<file path="config.mk">
export PLATFORM = sky130hd
export DESIGN_NAME = fotr_front
export DESIGN_NICKNAME = d
export VERILOG_FILES = /design/src/fotr_pkg.sv /design/src/fotr_front.sv
export SDC_FILE = /design/constraint.sdc
export NUM_CORES = 1
export LEC_CHECK = 0
export ABC_AREA = 1
export ABC_CLOCK_PERIOD_IN_PS = 6950
export BUFFER_PORTS_ARGS = -buffer_cell sky130_fd_sc_hd__buf_2
export CAP_MARGIN = 5
export CORE_ASPECT_RATIO = 2
export CORE_MARGIN = 1.5
export CORE_UTILIZATION = 35
export CTS_BUF_LIST = sky130_fd_sc_hd__clkbuf_16
export DETAILED_ROUTE_END_ITERATION = 8
export SYNTH_ARGS = -nofsm -noshare
export SYNTH_HDL_FRONTEND = slang
export SYNTH_SLANG_ARGS = --single-unit
</file>
<file path="constraint.sdc">
create_clock -name clk -period 6.95 [get_ports clk]
set_input_delay 0 -clock clk [delete_from_list [all_inputs] [get_ports clk]]
set_output_delay 0 -clock clk [all_outputs]
set_load 0.05 [all_outputs]
</file>
<file path="src/fotr_pkg.sv">
// Shared types and constants of the FAT16 file offset translator.
`timescale 1ns / 1ps
`default_nettype none
package fotr_pkg;

	typedef enum logic [1:0] {
		OP_WRITE = 2'd0,
		OP_OPEN  = 2'd1,
		OP_SEEK  = 2'd2,
		OP_READ  = 2'd3
	} op_t;

	typedef enum logic [2:0] {
		ST_OK        = 3'd0,
		ST_NOT_FILE  = 3'd1,
		ST_BAD_SEEK  = 3'd2,
		ST_CHAIN_END = 3'd3,
		ST_OUTSIDE   = 3'd4,
		ST_EOF       = 3'd5
	} status_t;

	localparam logic [2:0] CFG_BPS      = 3'd0;
	localparam logic [2:0] CFG_SPC      = 3'd1;
	localparam logic [2:0] CFG_RESERVED = 3'd2;
	localparam logic [2:0] CFG_COPIES   = 3'd3;
	localparam logic [2:0] CFG_SPT      = 3'd4;
	localparam logic [2:0] CFG_ROOT     = 3'd5;

	localparam logic [15:0] END_MARK    = 16'hFFF8;
	localparam logic [7:0]  ATTR_DIR    = 8'h10;
	localparam logic [7:0]  ATTR_VOLUME = 8'h08;
	localparam logic [15:0] FIRST_DATA  = 16'd2;
	localparam int          RESULTS_MAX = 33;

	typedef struct packed {
		logic [12:0] bps;
		logic [7:0]  spc;
		logic [15:0] reserved;
		logic [2:0]  copies;
		logic [15:0] spt;
		logic [15:0] root;
	} cfg_t;

	typedef struct packed {
		op_t         op;
		logic        bad_index;
		logic        reject;
		logic [15:0] table_index;
		logic [15:0] table_value;
		logic [15:0] start_cluster;
		logic [31:0] file_length;
		logic [32:0] seek_offset;
		logic [1:0]  seek_origin;
		logic [14:0] read_length;
	} cmd_t;

	typedef struct packed {
		status_t     status;
		logic [35:0] disk_address;
		logic [14:0] segment_bytes;
		logic [31:0] file_position;
		logic [15:0] cluster_now;
		logic        last;
	} result_t;

endpackage
`default_nettype wire

</file>
<file path="src/fotr_front.sv">
// Front end: takes commands, classifies them and queues them for the back end.
`timescale 1ns / 1ps
`default_nettype none
module fotr_front import fotr_pkg::*; #(
	parameter int TABLE_ENTRIES = 4096
) (
	input  wire logic        clk,
	input  wire logic        arst_n,
	input  wire logic        start,
	output logic             busy,
	input  wire logic [1:0]  op,
	input  wire logic [15:0] table_index,
	input  wire logic [15:0] table_value,
	input  wire logic [15:0] start_cluster,
	input  wire logic [7:0]  attributes,
	input  wire logic [31:0] file_length,
	input  wire logic [32:0] seek_offset,
	input  wire logic [1:0]  seek_origin,
	input  wire logic [14:0] read_length,
	output logic             cmd_valid,
	output cmd_t             cmd,
	input  wire logic        cmd_pop
);

	localparam logic [16:0] TE17 = 17'(TABLE_ENTRIES);

	cmd_t       ent_q [2];
	cmd_t       new_cmd;
	logic       wptr_q;
	logic       rptr_q;
	logic [1:0] cnt_q;
	logic       accept;
	logic       pop;

	always_comb begin
		new_cmd               = '0;
		new_cmd.op            = op_t'(op);
		new_cmd.bad_index     = ({1'b0, table_index} >= TE17);
		new_cmd.reject        = |(attributes & (ATTR_DIR | ATTR_VOLUME));
		new_cmd.table_index   = table_index;
		new_cmd.table_value   = table_value;
		new_cmd.start_cluster = start_cluster;
		new_cmd.file_length   = file_length;
		new_cmd.seek_offset   = seek_offset;
		new_cmd.seek_origin   = seek_origin;
		new_cmd.read_length   = read_length;
	end

	assign busy      = cnt_q[1];
	assign accept    = start && !busy;
	assign cmd_valid = (cnt_q != 2'd0);
	assign pop       = cmd_pop && cmd_valid;
	assign cmd       = ent_q[rptr_q];

	always_ff @(posedge clk) begin
		if (accept) begin
			ent_q[wptr_q] <= new_cmd;
		end
	end

	always_ff @(posedge clk or negedge arst_n) begin
		if (!arst_n) begin
			wptr_q <= 1'b0;
			rptr_q <= 1'b0;
			cnt_q  <= 2'd0;
		end else begin
			if (accept) begin
				wptr_q <= !wptr_q;
			end
			if (pop) begin
				rptr_q <= !rptr_q;
			end
			if (accept && !pop) begin
				cnt_q <= cnt_q + 2'd1;
			end else if (pop && !accept) begin
				cnt_q <= cnt_q - 2'd1;
			end
		end
	end

endmodule
`default_nettype wire

</file>
==> summary.md <==
The flow ran to the end, and the final reports show no timing, DRC or antenna violations. For the worst setup path, the data required time is 6950 ps. For this design the top-level I/O count stands at 280. The number of global-route vias before repair is 6850. In this run the remaining antenna-violating nets after routing total 0. For this design the static power due to leakage is 5.88 nW. Counting flops with an async set or reset pin after synthesis yields a share of 1.47%.

The tools report the peak supply drop as 323 uV. The netlist uses 15 different library cells. The shortest period the worst path allows is 3230 ps. In the post-synthesis netlist, the cell with the most instances is sky130_fd_sc_hd__nand2_1. In the final routed layout, each cell accounts on average for 15.3 um. The setup clock skew after layout is 16.5 ps. The tree built by TritonCTS fans out to 272 sinks.

At the end of routability-driven placement, the weighted congestion stood at 0.766. The critical-path maximum fanout was 71; the number of core rows was 87. The run gives 35.5% as the effective utilization at floorplan. Measured against its own limit, the worst slew margin works out to 31.9%. The worst hold path belongs to the class in -> reg. Clock-pin slew was measured on the worst setup and hold paths at 60 ps. After synthesis, the cell types taking the most area are sky130_fd_sc_hd__edfxtp_1 81%, sky130_fd_sc_hd__nand2_1 15%, sky130_fd_sc_hd__buf_2 1.1%. The tools report the post-DP HPWL as 14800 um.

The tool flagged a number of max-cap violations equal to 0. The height of the die was 242 um; the maximum number of pins on one net before global-route repair was 103. TritonCTS built the clock tree. The number of flops mapped to enable cells by yosys was 268; the initial antenna violation count was 4.

Summing over every cut layer, the via total after detailed routing is 6693. Derived from the worst setup path, the maximum achievable clock frequency is 309 MHz. The critical path is of the reg -> out type. The post-synthesis instance area was 0.00998 mm2.

The tools report the number of setup violations in the final report as 0. The run gives 0.0281 mm2 as the total core area. Yosys printed 0 warnings.

The logs give 0.0117 mm2 for the total cell area at the placement stage and 0 for the setup fix buffers added after clock tree synthesis. The tools report the utilization after layout as 49.1%. The run gives 0 as the total congestion overflow after global routing. The proportion of netlist area held by the largest area contributor works out to 80.6%. In this run, the number of DRC markers left after iteration 0 of detailed routing was 252.

The first global-routing pass estimated 34700 um of wire. Clock tree synthesis inserted a total of 25 buffers. Final net count: 1290. The launching element of the worst setup path was rptr_q. Overall power consumption after layout is estimated at 6.38 mW. Share of post-route cells with drive strength above 1: 27.3%. In the routed layout, each cell is associated on average with a via count of 4.40. The number of standard cells after synthesis was 731. The tools report the type of element capturing the critical path as an output pin.

After synthesis, flip-flops and latches occupy 81.6% of the total area. The final wirelength is 23300 um, and the area growth from synthesis to layout is 38.2%. The flip-flop and latch count after synthesis is 272. The worst hold slack across all endpoints is 196 ps. For the worst-case clock buffer depth, the log shows 3. The commonest cells after synthesis are 412 x sky130_fd_sc_hd__nand2_1, 268 x sky130_fd_sc_hd__edfxtp_1, 21 x sky130_fd_sc_hd__buf_2, 7 x sky130_fd_sc_hd__buf_6, 6 x sky130_fd_sc_hd__inv_1.

Clock tree synthesis selected as its root buffer the cell sky130_fd_sc_hd__clkbuf_16. Global routing used 15.3% of the available tracks across all layers. Critical path launch point type: a flip-flop. The number of buffers inserted by port buffering was 273; the number of hold violations in the final report was 0. The most used flip-flop cell after synthesis is sky130_fd_sc_hd__edfxtp_1. The biggest area contributor in the post-synthesis netlist is sky130_fd_sc_hd__edfxtp_1.

In this run the most critical hold path is launched from table_value[13]. Setup repair after global routing left no endpoint under its margin. The synthesized area per cell came out at 13.7 um2. The count of H-tree levels built during CTS was 1; the sum of negative setup slack was 0 ps. The number of gates given a new drive strength after cts is 0. The die is 122 um wide. The run gives 0 as the number of max-slew violations in the final report.

The floorplan die area was 0.0296 mm2; the number of search-and-repair iterations in the first detailed-routing pass was 5. When the netlist entered floorplanning its net count stood at 876. The clock reaches the later pin of the worst-skew pair after 520 ps. The total DRC errors in the routed layout is 0. Data arrival time of the critical path: 3230 ps. For the summed area of non-filler cells in the final layout, the log shows 0.0138 mm2.

The reg-to-reg startpoint is cnt_q[1]. The actual transition at the worst max-transition pin is 1020 ps, and the power per cell area is 463 mW/mm2. Final period utilization: 46.5%.
==> where the power goes <==
part / total, mW / switching, mW / internal [mW] / leakage [nW]
logic: 2.85 / 2.30 / 0.555 / 2.97
registers: 2.30 / 0.120 / 2.18 / 2.52
clock network: 1.23 / 0.570 / 0.657 / 0.390
total: 6.38 / 2.99 / 3.40 / 5.88
==> path summary, 6_finish.rpt <==
path	slack, ps	cells after the start	to
max	3720	5	cmd[63]
min in group asynchronous	420	3	wptr_q
max in group asynchronous	6320	3	rptr_q
min reg2reg	490	2	cnt_q[1]
max reg2reg	4220	4	ent_q[1][63]
min	200	2	ent_q[1][111]
==> worst max-delay path: stages (launching register included) <==
cell	delay (ps)
sky130_fd_sc_hd__dfrtp_4	700
sky130_fd_sc_hd__inv_4	630
sky130_fd_sc_hd__buf_4	750
sky130_fd_sc_hd__nand2_1	130
sky130_fd_sc_hd__nand2_1	90
sky130_fd_sc_hd__buf_2	260
==> cell usage in the layout, fill, tap and decap left out <==
cell type,n
sky130_fd_sc_hd__clkinv_8,1
sky130_fd_sc_hd__dfrtp_1,3
sky130_fd_sc_hd__or2_2,1
sky130_fd_sc_hd__ha_1,1
sky130_fd_sc_hd__clkinv_4,2
sky130_fd_sc_hd__nor2_1,2
sky130_fd_sc_hd__diode_2,3
sky130_fd_sc_hd__clkinv_1,4
sky130_fd_sc_hd__xor2_1,1
sky130_fd_sc_hd__nor2_4,2
sky130_fd_sc_hd__nand3_1,2
sky130_fd_sc_hd__dfrtp_4,1
sky130_fd_sc_hd__buf_4,4
sky130_fd_sc_hd__nand2_1,412
sky130_fd_sc_hd__buf_2,273
sky130_fd_sc_hd__edfxtp_1,268
sky130_fd_sc_hd__inv_1,13
sky130_fd_sc_hd__nand4_1,1
sky130_fd_sc_hd__clkinv_2,6
sky130_fd_sc_hd__dlygate4sd3_1,138
sky130_fd_sc_hd__xnor2_1,1
sky130_fd_sc_hd__clkbuf_16,25
sky130_fd_sc_hd__inv_4,1
sky130_fd_sc_hd__buf_12,1
==> routing by layer <==
metal | routed length [um] | part of all wire (%) | vias up | GRT usage [%]
met5 | 9 | 0.039 | - | 0
met4 | 1120 | 4.8 | 2 | 8.24
met3 | 1080 | 4.6 | 61 | 2.26
met2 | 13200 | 57 | 197 | 29.6
met1 | 7880 | 34 | 3138 | 15.0
li1 | - | - | 3295 | -
==> cell families (layout without fill, tap and decap cells) <==
group / count (synthesis) / after routing / synth area share (%)
xor gates and xnor gates: 2 / 2 / 0.176
adders and majority gates: 1 / 1 / 0.125
buffers and inverters: 36 / 468 / 2.21
DFF: 272 / 272 / 81.6
other: 0 / 3 / 0
and+or+nand+nor: 420 / 420 / 15.9
==> what timing repair did <==
action / in CTS / in global routing
hold buffers: 138 / 0
endpoints found under the hold margin: 275 / 0
setup endpoints to repair: 0 / 0
==> layout make-up <==
type,instances,area (um2)
Sequential cell,272,8150
Multi-Input combinational cell,423,1630
Antenna cell,3,7.51
Clock buffer,25,626
Tap cell,356,445
Timing Repair Buffer,416,2800
Clock inverter,20,105
Inverter,7,28.8
Fill cell,2498,14300
==> state kept, by name (all words and copies together) (netlist names) <==
| name | flops |
|---|---|
| ent_q | 268 |
| cnt_q | 2 |
| rptr_q | 1 |
| wptr_q | 1 |
==> metrics by stage <==
stage | std cells | setup WS, ps
6_report | 1522 | 3720
5_1_grt | 1522 | 3480
4_1_cts | 1519 | 3610
3_5_place_dp | 1336 | 4160
3_3_place_gp | 1336 | 4160
2_1_floorplan | 731 | -83.5
Power figures use the tool's default switching activity.
